### src/rtl/sts_pkg.sv
// shared types, token kind codes and character helpers for the script token scanner
// no dependencies; used by sts_step, sts_outq and script_token_scanner
package sts_pkg;

  typedef logic [15:0] loc_t;

  typedef enum logic [2:0] {
    MODE_IDLE,
    MODE_PLUS,
    MODE_MINUS,
    MODE_BANG,
    MODE_STRING,
    MODE_INT,
    MODE_FRAC,
    MODE_IDENT
  } mode_t;

  localparam logic [5:0] K_END       = 6'd0;
  localparam logic [5:0] K_LBRACKET  = 6'd1;
  localparam logic [5:0] K_COMMA     = 6'd2;
  localparam logic [5:0] K_RBRACKET  = 6'd3;
  localparam logic [5:0] K_LPAREN    = 6'd4;
  localparam logic [5:0] K_RPAREN    = 6'd5;
  localparam logic [5:0] K_LBRACE    = 6'd6;
  localparam logic [5:0] K_RBRACE    = 6'd7;
  localparam logic [5:0] K_LESS      = 6'd8;
  localparam logic [5:0] K_GREATER   = 6'd9;
  localparam logic [5:0] K_PLUS      = 6'd10;
  localparam logic [5:0] K_INCR      = 6'd11;
  localparam logic [5:0] K_MINUS     = 6'd12;
  localparam logic [5:0] K_DECR      = 6'd13;
  localparam logic [5:0] K_STAR      = 6'd14;
  localparam logic [5:0] K_SLASH     = 6'd15;
  localparam logic [5:0] K_NOT_EQUAL = 6'd16;
  localparam logic [5:0] K_ASSIGN    = 6'd17;
  localparam logic [5:0] K_SEMI      = 6'd18;
  localparam logic [5:0] K_DOT       = 6'd19;
  localparam logic [5:0] K_ILLEGAL   = 6'd20;
  localparam logic [5:0] K_STRING    = 6'd21;
  localparam logic [5:0] K_NUMBER    = 6'd22;
  localparam logic [5:0] K_BOOLEAN   = 6'd23;
  localparam logic [5:0] K_NULL      = 6'd24;
  localparam logic [5:0] K_VAR       = 6'd25;
  localparam logic [5:0] K_FUNCTION  = 6'd26;
  localparam logic [5:0] K_DECLARE   = 6'd27;
  localparam logic [5:0] K_IF        = 6'd28;
  localparam logic [5:0] K_ELSE      = 6'd29;
  localparam logic [5:0] K_THIS      = 6'd30;
  localparam logic [5:0] K_NEW       = 6'd31;
  localparam logic [5:0] K_WHILE     = 6'd32;
  localparam logic [5:0] K_RETURN    = 6'd33;
  localparam logic [5:0] K_IDENT     = 6'd34;

  localparam int unsigned KeywordMaxChars = 8;

  typedef struct packed {
    mode_t        mode;
    logic [7:0]   quote;
    logic [63:0]  window;
    logic         overflow;
    loc_t         pos;
    loc_t         line;
    loc_t         col;
    loc_t         start_pos;
    loc_t         start_line;
    loc_t         start_col;
    logic [15:0]  count;
  } state_t;

  typedef struct packed {
    logic [5:0]  kind;
    loc_t        pos;
    loc_t        line;
    loc_t        col;
    logic [15:0] len;
    logic        last;
  } tok_t;

  typedef struct packed {
    logic [2:0] count;
    logic       full;
  } q_status_t;

  function automatic logic [15:0] sat_inc(input logic [15:0] v);
    return (v == 16'hffff) ? v : v + 16'd1;
  endfunction

  function automatic logic is_digit(input logic [7:0] c);
    return (c >= "0") && (c <= "9");
  endfunction

  function automatic logic is_ident_start(input logic [7:0] c);
    return ((c >= "a") && (c <= "z")) || ((c >= "A") && (c <= "Z")) ||
           (c == "$") || (c == "_");
  endfunction

  // keywords packed one byte per char, first char in the high byte
  function automatic logic [5:0] ident_kind(input logic [63:0] w, input logic ovf);
    logic [5:0] k;
    k = K_IDENT;
    if (!ovf) begin
      case (w)
        64'h766172:           k = K_VAR;
        64'h66756e6374696f6e: k = K_FUNCTION;
        64'h6465636c617265:   k = K_DECLARE;
        64'h6966:             k = K_IF;
        64'h656c7365:         k = K_ELSE;
        64'h74727565:         k = K_BOOLEAN;
        64'h74686973:         k = K_THIS;
        64'h66616c7365:       k = K_BOOLEAN;
        64'h6e756c6c:         k = K_NULL;
        64'h6e6577:           k = K_NEW;
        64'h7768696c65:       k = K_WHILE;
        64'h72657475726e:     k = K_RETURN;
        default:              k = K_IDENT;
      endcase
    end
    return k;
  endfunction

endpackage

### src/rtl/sts_step.sv
// per-byte scan logic: next scanner state and up to two tokens for one item
// depends on sts_pkg
module sts_step (
  input  logic [7:0]      c,
  input  sts_pkg::state_t st,
  output sts_pkg::state_t st_next,
  output sts_pkg::tok_t   res0,
  output sts_pkg::tok_t   res1,
  output logic [1:0]      res_cnt
);

  sts_pkg::state_t s;
  sts_pkg::tok_t   held_tok;
  sts_pkg::tok_t   idle_tok;
  logic            held_emit;
  logic            idle_emit;
  logic            rescan;
  logic [5:0]      idle_kind;
  logic            idle_adv;

  always_comb begin
    s         = st;
    held_emit = 1'b0;
    rescan    = 1'b1;
    held_tok  = '{kind: sts_pkg::K_END, pos: st.start_pos, line: st.start_line,
                  col: st.start_col, len: 16'd0, last: 1'b0};

    // finish or extend the token that is held from earlier bytes
    case (st.mode)
      sts_pkg::MODE_PLUS, sts_pkg::MODE_MINUS: begin
        s.mode    = sts_pkg::MODE_IDLE;
        held_emit = 1'b1;
        if ((st.mode == sts_pkg::MODE_PLUS && c == "+") ||
            (st.mode == sts_pkg::MODE_MINUS && c == "-")) begin
          s.pos         = sts_pkg::sat_inc(st.pos);
          s.col         = sts_pkg::sat_inc(st.col);
          held_tok.kind = (st.mode == sts_pkg::MODE_PLUS) ? sts_pkg::K_INCR : sts_pkg::K_DECR;
          held_tok.len  = 16'd2;
          rescan        = 1'b0;
        end else begin
          held_tok.kind = (st.mode == sts_pkg::MODE_PLUS) ? sts_pkg::K_PLUS : sts_pkg::K_MINUS;
          held_tok.len  = 16'd1;
        end
      end
      sts_pkg::MODE_BANG: begin
        s.mode    = sts_pkg::MODE_IDLE;
        held_emit = 1'b1;
        if (c == "=") begin
          s.pos         = sts_pkg::sat_inc(st.pos);
          s.col         = sts_pkg::sat_inc(st.col);
          held_tok.kind = sts_pkg::K_NOT_EQUAL;
          held_tok.len  = 16'd2;
          rescan        = 1'b0;
        end else begin
          held_tok.kind = sts_pkg::K_ILLEGAL;
          held_tok.len  = 16'd1;
        end
      end
      sts_pkg::MODE_STRING: begin
        if (c == st.quote && c != 8'd0) begin
          held_emit     = 1'b1;
          held_tok.kind = sts_pkg::K_STRING;
          held_tok.len  = st.count;
          s.pos         = sts_pkg::sat_inc(st.pos);
          s.col         = sts_pkg::sat_inc(st.col);
          s.mode        = sts_pkg::MODE_IDLE;
          rescan        = 1'b0;
        end else if (c == 8'd0) begin
          // open string at end of stream
          held_emit     = 1'b1;
          held_tok.kind = sts_pkg::K_STRING;
          held_tok.len  = st.count;
          s.mode        = sts_pkg::MODE_IDLE;
        end else begin
          s.count = sts_pkg::sat_inc(st.count);
          s.pos   = sts_pkg::sat_inc(st.pos);
          s.col   = sts_pkg::sat_inc(st.col);
          rescan  = 1'b0;
        end
      end
      sts_pkg::MODE_INT, sts_pkg::MODE_FRAC: begin
        if (sts_pkg::is_digit(c) || (c == "." && st.mode == sts_pkg::MODE_INT)) begin
          if (c == ".") s.mode = sts_pkg::MODE_FRAC;
          s.count = sts_pkg::sat_inc(st.count);
          s.pos   = sts_pkg::sat_inc(st.pos);
          s.col   = sts_pkg::sat_inc(st.col);
          rescan  = 1'b0;
        end else begin
          held_emit     = 1'b1;
          held_tok.kind = sts_pkg::K_NUMBER;
          held_tok.len  = st.count;
          s.mode        = sts_pkg::MODE_IDLE;
        end
      end
      sts_pkg::MODE_IDENT: begin
        if (sts_pkg::is_ident_start(c) || sts_pkg::is_digit(c)) begin
          if (st.count >= 16'(sts_pkg::KeywordMaxChars)) s.overflow = 1'b1;
          else s.window = {st.window[55:0], c};
          s.count = sts_pkg::sat_inc(st.count);
          s.pos   = sts_pkg::sat_inc(st.pos);
          s.col   = sts_pkg::sat_inc(st.col);
          rescan  = 1'b0;
        end else begin
          held_emit     = 1'b1;
          held_tok.kind = sts_pkg::ident_kind(st.window, st.overflow);
          held_tok.len  = st.count;
          s.mode        = sts_pkg::MODE_IDLE;
        end
      end
      default: begin
        s.mode = sts_pkg::MODE_IDLE;
      end
    endcase

    // scan the byte as the start of a new token
    idle_emit = 1'b0;
    idle_kind = sts_pkg::K_ILLEGAL;
    idle_adv  = 1'b1;
    idle_tok  = '{kind: sts_pkg::K_END, pos: s.pos, line: s.line, col: s.col,
                  len: 16'd1, last: 1'b0};
    if (rescan) begin
      s.start_pos  = s.pos;
      s.start_line = s.line;
      s.start_col  = s.col;
      s.mode       = sts_pkg::MODE_IDLE;
      case (c)
        8'd0: begin
          idle_emit = 1'b1;
          idle_kind = sts_pkg::K_END;
          idle_adv  = 1'b0;
        end
        "[": begin idle_emit = 1'b1; idle_kind = sts_pkg::K_LBRACKET; end
        ",": begin idle_emit = 1'b1; idle_kind = sts_pkg::K_COMMA;    end
        "]": begin idle_emit = 1'b1; idle_kind = sts_pkg::K_RBRACKET; end
        "(": begin idle_emit = 1'b1; idle_kind = sts_pkg::K_LPAREN;   end
        ")": begin idle_emit = 1'b1; idle_kind = sts_pkg::K_RPAREN;   end
        "{": begin idle_emit = 1'b1; idle_kind = sts_pkg::K_LBRACE;   end
        "}": begin idle_emit = 1'b1; idle_kind = sts_pkg::K_RBRACE;   end
        "<": begin idle_emit = 1'b1; idle_kind = sts_pkg::K_LESS;     end
        ">": begin idle_emit = 1'b1; idle_kind = sts_pkg::K_GREATER;  end
        "*": begin idle_emit = 1'b1; idle_kind = sts_pkg::K_STAR;     end
        "/": begin idle_emit = 1'b1; idle_kind = sts_pkg::K_SLASH;    end
        "=": begin idle_emit = 1'b1; idle_kind = sts_pkg::K_ASSIGN;   end
        ";": begin idle_emit = 1'b1; idle_kind = sts_pkg::K_SEMI;     end
        ".": begin idle_emit = 1'b1; idle_kind = sts_pkg::K_DOT;      end
        "+": s.mode = sts_pkg::MODE_PLUS;
        "-": s.mode = sts_pkg::MODE_MINUS;
        "!": s.mode = sts_pkg::MODE_BANG;
        8'h22, 8'h27: begin
          s.quote = c;
          s.count = 16'd0;
          s.mode  = sts_pkg::MODE_STRING;
        end
        " ", 8'h09: ;
        8'h0a: begin
          // newline moves to the next line, column back to zero
          idle_adv = 1'b0;
          s.line   = sts_pkg::sat_inc(s.line);
          s.pos    = sts_pkg::sat_inc(s.pos);
          s.col    = 16'd0;
        end
        default: begin
          if (sts_pkg::is_digit(c)) begin
            s.count = 16'd1;
            s.mode  = sts_pkg::MODE_INT;
          end else if (sts_pkg::is_ident_start(c)) begin
            s.window   = {56'd0, c};
            s.overflow = 1'b0;
            s.count    = 16'd1;
            s.mode     = sts_pkg::MODE_IDENT;
          end else begin
            idle_emit = 1'b1;
            idle_kind = sts_pkg::K_ILLEGAL;
          end
        end
      endcase
      idle_tok.kind = idle_kind;
      idle_tok.len  = (idle_kind == sts_pkg::K_END) ? 16'd0 : 16'd1;
      if (idle_adv) begin
        s.pos = sts_pkg::sat_inc(s.pos);
        s.col = sts_pkg::sat_inc(s.col);
      end
    end
    st_next = s;
  end

  // order: the held token first, then the one this byte makes itself
  always_comb begin
    res0    = held_tok;
    res1    = idle_tok;
    res_cnt = 2'd0;
    if (held_emit && idle_emit) begin
      res0.last = 1'b0;
      res1.last = 1'b1;
      res_cnt   = 2'd2;
    end else if (held_emit) begin
      res0.last = 1'b1;
      res_cnt   = 2'd1;
    end else if (idle_emit) begin
      res0      = idle_tok;
      res0.last = 1'b1;
      res_cnt   = 2'd1;
    end
  end

endmodule

### src/rtl/sts_outq.sv
// four-entry result queue taking up to two tokens per cycle, one out per cycle
// depends on sts_pkg
module sts_outq (
  input  logic                clk,
  input  logic                rst,
  input  logic [1:0]          push_cnt,
  input  sts_pkg::tok_t       push0,
  input  sts_pkg::tok_t       push1,
  input  logic                pop,
  output logic                head_valid,
  output sts_pkg::tok_t       head,
  output sts_pkg::q_status_t  status
);

  sts_pkg::tok_t mem [4];
  logic [1:0]    wr_ptr;
  logic [1:0]    rd_ptr;
  logic [2:0]    count;
  logic          do_pop;

  assign head_valid    = (count != 3'd0);
  assign head          = mem[rd_ptr];
  assign do_pop        = pop && head_valid;
  // room for two more items is needed before the next byte is taken
  assign status.count  = count;
  assign status.full   = (count > 3'd2);

  always_ff @(posedge clk) begin
    if (push_cnt != 2'd0) mem[wr_ptr] <= push0;
    if (push_cnt == 2'd2) mem[wr_ptr + 2'd1] <= push1;
  end

  always_ff @(posedge clk) begin
    if (rst) begin
      wr_ptr <= 2'd0;
      rd_ptr <= 2'd0;
      count  <= 3'd0;
    end else begin
      wr_ptr <= wr_ptr + push_cnt;
      if (do_pop) rd_ptr <= rd_ptr + 2'd1;
      count <= count + {1'b0, push_cnt} - {2'b0, do_pop};
    end
  end

endmodule

### src/rtl/script_token_scanner.sv
// script token scanner: one source byte per cycle in, tokens out through a small queue
// a token is queued when the byte that completes it is taken, and is offered from the queue head
// throughput: one byte per cycle while the queue has room for two tokens; a byte
// making two tokens sends them one after the other through the single output port
// reset (rst, synchronous): scanner idle, location counters zero, queue empty
// depends on sts_pkg, sts_step, sts_outq
module script_token_scanner (
  input  logic        clk,
  input  logic        rst,
  input  logic        source_valid,
  output logic        source_stall,
  input  logic [7:0]  source_byte,
  output logic        token_valid,
  input  logic        token_stall,
  output logic [5:0]  token_kind,
  output logic [15:0] start_position,
  output logic [15:0] start_line,
  output logic [15:0] start_column,
  output logic [15:0] token_length,
  output logic        last_of_run
);

  sts_pkg::state_t    st;
  sts_pkg::state_t    st_next;
  sts_pkg::tok_t      res0;
  sts_pkg::tok_t      res1;
  sts_pkg::tok_t      head;
  sts_pkg::q_status_t qstat;
  logic [1:0]         res_cnt;
  logic               accept;

  assign source_stall = qstat.full;
  assign accept       = source_valid && !source_stall;

  sts_step u_step (
    .c       (source_byte),
    .st      (st),
    .st_next (st_next),
    .res0    (res0),
    .res1    (res1),
    .res_cnt (res_cnt)
  );

  always_ff @(posedge clk) begin
    if (rst) begin
      st <= '0;
    end else if (accept) begin
      st <= st_next;
    end
  end

  sts_outq u_outq (
    .clk        (clk),
    .rst        (rst),
    .push_cnt   (accept ? res_cnt : 2'd0),
    .push0      (res0),
    .push1      (res1),
    .pop        (!token_stall),
    .head_valid (token_valid),
    .head       (head),
    .status     (qstat)
  );

  assign token_kind     = head.kind;
  assign start_position = head.pos;
  assign start_line     = head.line;
  assign start_column   = head.col;
  assign token_length   = head.len;
  assign last_of_run    = head.last;

  a_queue_bound: assert property (@(posedge clk) disable iff (rst)
    qstat.count <= 3'd4)
    else $error("result queue count out of range");

  a_end_queued: assert property (@(posedge clk) disable iff (rst)
    (accept && source_byte == 8'd0) |=> token_valid)
    else $error("end of stream gave no token");

  a_end_idle: assert property (@(posedge clk) disable iff (rst)
    (accept && source_byte == 8'd0) |=> (st.mode == sts_pkg::MODE_IDLE))
    else $error("scanner not idle after end of stream");

  a_location_hold: assert property (@(posedge clk) disable iff (rst)
    (accept && source_byte == 8'd0 && st.mode != sts_pkg::MODE_STRING &&
     st.mode != sts_pkg::MODE_IDLE) |=> $stable(st.pos) || st.pos == $past(st.pos))
    else $error("end of stream moved the location");

endmodule
### config.mk
export PLATFORM = sky130hd
export DESIGN_NAME = script_token_scanner
export DESIGN_NICKNAME = d
export VERILOG_FILES = /design/src/rtl/sts_pkg.sv /design/src/rtl/sts_step.sv /design/src/rtl/sts_outq.sv /design/src/rtl/script_token_scanner.sv
export SDC_FILE = /design/constraint.sdc
export NUM_CORES = 1
export LEC_CHECK = 0
export ABC_CLOCK_PERIOD_IN_PS = 6600
export BUFFER_PORTS_ARGS = -buffer_cell sky130_fd_sc_hd__clkbuf_2
export CORE_MARGIN = 3
export CORE_UTILIZATION = 45
export CTS_CLUSTER_DIAMETER = 30
export CTS_CLUSTER_SIZE = 28
export DETAILED_ROUTE_END_ITERATION = 12
export PLACE_DENSITY_LB_ADDON = 0.05
export SYNTH_ARGS = -nofsm -noshare
export SYNTH_HDL_FRONTEND = slang
export SYNTH_SLANG_ARGS = --single-unit
### constraint.sdc
create_clock -name clk -period 6.6 [get_ports clk]
set_input_delay 1.32 -clock clk [delete_from_list [all_inputs] [get_ports clk]]
set_output_delay 1.32 -clock clk [all_outputs]
set_load 0.005 [all_outputs]
Yosys cells after proc, flatten, opt, wreduce, memory -nomap -nowiden --
Memory sizes are Yosys's and may differ from the RTL's. A register that Yosys moved wholly into a read port is not among the register bits. Index checks and enable logic that the tools add are counted.
Operators by class: add/sub/neg operators 12, $mul 0, div/mod/pow operators 0, magnitude comparators 8, eq/ne operators 57, shifts and indexed selects 0, muxes and demuxes 104, bitwise gates (word level) 0, reductions and logical operators 38
Operators by type and width (count):
- $mux W16 | 31
- $mux W65 | 4
- $eq A64 B31 Y1 const B | 4
- $pmux W16 S5 | 3
- $mux W188 | 1
- $mux W70 | 2
- $eq A8 B6 Y1 const B | 17
- $eq A64 B23 Y1 const B | 2
- $eq A64 B39 Y1 const B | 2
- $add A16 B1 Y16 const B | 7
- $eq A16 B16 Y1 const B | 7
- $mux W48 | 2
- $mux W81 | 1
- $pmux W5 S15 | 1
- $mux W71 | 1
- $pmux W6 S11 | 1
- $eq A64 B15 Y1 const B | 1
- $eq A64 B47 Y1 const B | 1
- $eq A64 B55 Y1 const B | 1
- $eq A64 B63 Y1 const B | 1
- $mux W64 | 1
- $pmux W16 S3 | 1
- $eq A8 B7 Y1 const B | 5
- $mux W6 | 6
- other kinds (50) | 116
Word-level totals: flip-flop bits (word level) 195, bits in latches 0, memory bits (writable) 284, bits in read-only memories 0, input bits 12, output and inout bits 73, word-level logic and storage cells 234, memories 1
Memories:
- u_outq.mem | words 4, width 71, rd ports 1, clocked after memory_dff 1, wr ports 2, line sts_outq.sv:15 | sts_pkg::tok_t mem [4];

Longest topological paths before layout --
depth after elaboration 16, depth in mapped cells 23

Modules after synthesis --
From an unflattened synthesis, not the netlist that was laid out.
Unflattened totals: cell total of the unflattened synthesis 3085, area total of the unflattened synthesis 31320.0 µm²
By module, submodules not included:
- sts_outq | times used 1, cells each 737, area an instance 14415.1 µm², sequential area each 8708.4 µm²
- script_token_scanner | times used 1, cells each 861, area an instance 8536.9 µm², sequential area each 3763.6 µm²
- sts_step | times used 1, cells each 1487, area an instance 8368.0 µm², sequential area each 0.0 µm²

Worst setup path after synthesis --
No wires, ideal clock.
path type input-to-reg, from input port source_byte[4], to memory u_outq.mem[0][0] in the netlist's numbering, enable pin, library setup time 0.409 ns, data arrival time 6.077 ns, data required time 6.191 ns, path slack 0.114 ns, stages on the path 18, buffers on the path 5, path through or4b_1 -> buf_2 -> nor4_4 -> o221a_2 -> nand2_2 -> buf_6 -> nor2_2 -> clkbuf_1 -> a21oi_1 -> o211ai_1 -> inv_1 -> ha_1 -> clkbuf_1 -> o21ai_1 -> nor3_1 -> nor2_1 -> clkbuf_1 -> inv_1
RTL lines:
- start, declared | line script_token_scanner.sv:12 | input logic [7:0] source_byte,
- end, declared | line sts_outq.sv:15

==> reports/summary.txt <==
Fmax: 175 MHz
VDD IR-drop max: 0.000239 V
P_int: 8.08 mW
DRT Pass-1 Iters: 6
Vias after detailed routing: 21.7k
Area leader, netlist: edfxtp_1
Sequential area share after synthesis: 47.1%
Final ANT Viol Nets: 0
Worst hold-check path type: flop to flop
# fillers: 4862
Die area: 0.0587 sq mm
Largest net degree at the start of global routing: 69
MaxCap Viol Count: 0
Worst-path clk slew: 0.05 ns
Placed Cells: 3304
Post-Syn Instances: 2603
Crit end category: flop
Die width: 242 um
Starting Density: 46.0%
Syn nets: 2629
Post-synth ARST share: 0%
Core area: 0.0546 sq mm
Layout Nets: 2697
Post-layout util: 55.5%
WL final: 82300 um
Net switching component of the power: 3.64 mW
Residual DRC: 0
Clk sinks: 481
Area occupied by multi-input gates: 0.0124 sq mm
Total power per unit cell area: 387 mW/mm^2
Net Sw Frac: 31.0%
Yosys warnings: 0
RSZ-0062 raised after global routing: no
Num CTS Buffers: 104
Measured slew at the worst slew-check pin: 1.08 ns
Yosys top cell area share: 26.3%
H-tree lvl count: 3
Vias per inst: 6.21
Final Instance Count excl. Fillers: 3500
Predominant post-synthesis flop cell: dfxtp_1
Rel. slew slack: 26.5%
Vias in the first global route: 21.3k
Crit path kind: primary input to flop
Static leakage: 10.7 nW
Worst clock skew: 0.0360 ns
Count leader, synth: nor2_1
GPL Wtd Cong: 0.957
Layout cell share with drive strength beyond 1: 18.0%
Dpl hpwl: 52700 um
Worst-skew pair later-pin latency: 0.65 ns
I/O Buffers: 84
Fin. Hold Viols: 0
CP Max Fanout: 7
Arrival @ worst endpoint: 6.28 ns
Cell variety after synth: 96
Syn avg cell area: 9.65 sq um
Per-cell routed wire length: 23.5 um
Status: complete, no violations
Initial DRC Count: 2172
CTS Buffer Depth: 3
Io pins: 85
Total negative slack: 0 ns
Clk root buf: clkbuf_16
GRT Util Overall: 27.6%
Sequential cell area: 0.0118 sq mm
Post-synth EDFFs: 220
Cts hold-fix bufs: 0
Ant. Diodes: 0
WP data required: 7.17 ns
#FFs+latches synth: 481
Initial antenna violation count: 0
Minimum clock period: 5.71 ns
Syn Std Cell Area: 0.0251 sq mm
Total gr overflow: 0
Die Y: 242 um
Post_cts resized: 0
Design area: 0.0303 sq mm
Largest cells by area after synthesis: edfxtp_1, dfxtp_1, mux4_2
Clk network pwr share: 47.2%
Fin crit share: 86.6%
CP startpoint kind: primary input
CTS tree: built
Combinational power share: 21.6%
Setup violations, final: 0
Placed instance area: 0.0265 sq mm
Most frequent cells after synthesis: nor2_1, nand2_1, dfxtp_1, edfxtp_1, clkbuf_1
Pre-CTS setup slack: 0.316 ns
# rows: 85
Area grow syn2layout: 20.6%
First-pass GRT wire length: 128000 um
Final Max Slew Viols: 0
Sequential Power Share: 31.2%
Post-route setup slack: 0.887 ns
Setup repair bufs after CTS: 0
## cells by family (layout without fill, tap and decap cells)
kind of cell               after synthesis  count (layout)  synth area share (%)
AOI/OAI and AO/OA                      722             722                  19.7
xor gates and xnor gates                67              67                  2.34
adders and majority gates               14              14                 0.727
buffers and inverters                  248             406                  3.87
DFF                                    481             481                  47.1
muxes                                  106             106                  7.81
and+or+nand+nor                        965             965                  18.5
## final cells by class
cell class,count,share of cell area [%]
well taps,739,3.05
flip-flops and latches,481,39.1
clock inverters,74,3.44
repair buffers,177,4.00
multi-input cells,1874,40.9
inverters,33,0.409
clock buffers,122,9.12
## worst max-delay path: stages
cell and delay, ns:
clkbuf_2 0.09, or4b_1 0.70, nor4_4 0.41, o221a_2 0.28, and2_4 0.18, nand2_8 0.05
nor2_1 0.25, nand3_1 0.12, o21ai_1 0.14, ha_1 0.28, inv_1 0.12, nor2_1 0.29
a41oi_2 0.26, xnor2_1 0.29, ha_1 0.24, o311a_1 0.35, nand3_1 0.21, nor3_1 0.22
mux2_2 0.36, o21ai_1 0.12
## flip-flops by register name, summed over array words and instances, names as in the netlist, named ones only
name           cells
st               188
u_outq.count       3
u_outq.wr_ptr      2
u_outq.rd_ptr      2
u_outq.mem       284
## power groups by stage
stage	Sequential [mW]	Combinational, mW	Clock [mW]
2_1_floorplan	3.57	1.60	0
3_3_place_gp	3.69	2.51	0
3_5_place_dp	3.70	2.52	0
4_1_cts	3.65	2.53	5.60
5_1_grt	3.68	2.73	5.78
6_report	3.65	2.53	5.53
## path summary, 6_finish.rpt
check	startpoint	to	slack (ns)	depth (start not counted)
worst max-delay path	source_byte[4]	st[110]$_SDFFE_PP0P_	0.89	20
worst min-delay path	u_outq.mem[3][70]$_SDFFE_PP0P_	u_outq.mem[3][70]$_SDFFE_PP0P_	0.46	2
worst max register to register	st[96]$_SDFFE_PP0P_	st[110]$_SDFFE_PP0P_	1.27	18
worst min register to register	u_outq.mem[3][70]$_SDFFE_PP0P_	u_outq.mem[3][70]$_SDFFE_PP0P_	0.46	2
## routing by layer
layer  vias up  wire length, um  track usage [%]
met4         0             2630             9.69
met5         -                0                0
met3       160             4930             4.44
li1       9999                -                -
met2       805            38200             44.5
met1     10800            36600             37.7
## cells in the final DEF, fill, tap and decap left out, types with 20 or more instances in the layout
| master | synthesis | routed |
|---|---|---|
| a22oi_1 | 65 | 65 |
| xnor2_1 | 43 | 43 |
| edfxtp_1 | 220 | 220 |
| nor4_1 | 33 | 33 |
| o21ai_0 | 162 | 162 |
| inv_1 | 33 | 29 |
| clkbuf_16 | 0 | 105 |
| nand2b_1 | 21 | 21 |
| mux2i_1 | 29 | 29 |
| nand4_1 | 36 | 36 |
| nor3_1 | 69 | 67 |
| o22ai_1 | 63 | 63 |
| a211oi_1 | 32 | 31 |
| mux4_2 | 71 | 71 |
| a22o_1 | 137 | 137 |
| dfxtp_1 | 261 | 259 |
| clkbuf_2 | 0 | 83 |
| nor2_1 | 303 | 299 |
| bufinv_16 | 0 | 20 |
| or3_1 | 26 | 26 |
| xor2_1 | 24 | 24 |
| a21oi_1 | 119 | 117 |
| buf_4 | 1 | 86 |
| nand2_1 | 284 | 284 |
| nand3_1 | 63 | 63 |
## through the flow
step	hold WS (ns)	total power, mW
3_3_place_gp	0.432	6.20
4_1_cts	0.453	11.8
5_1_grt	0.483	12.2
6_report	0.459	11.7
3_5_place_dp	0.442	6.22
2_1_floorplan	0.420	5.17
(Power assumes the default switching activity.)
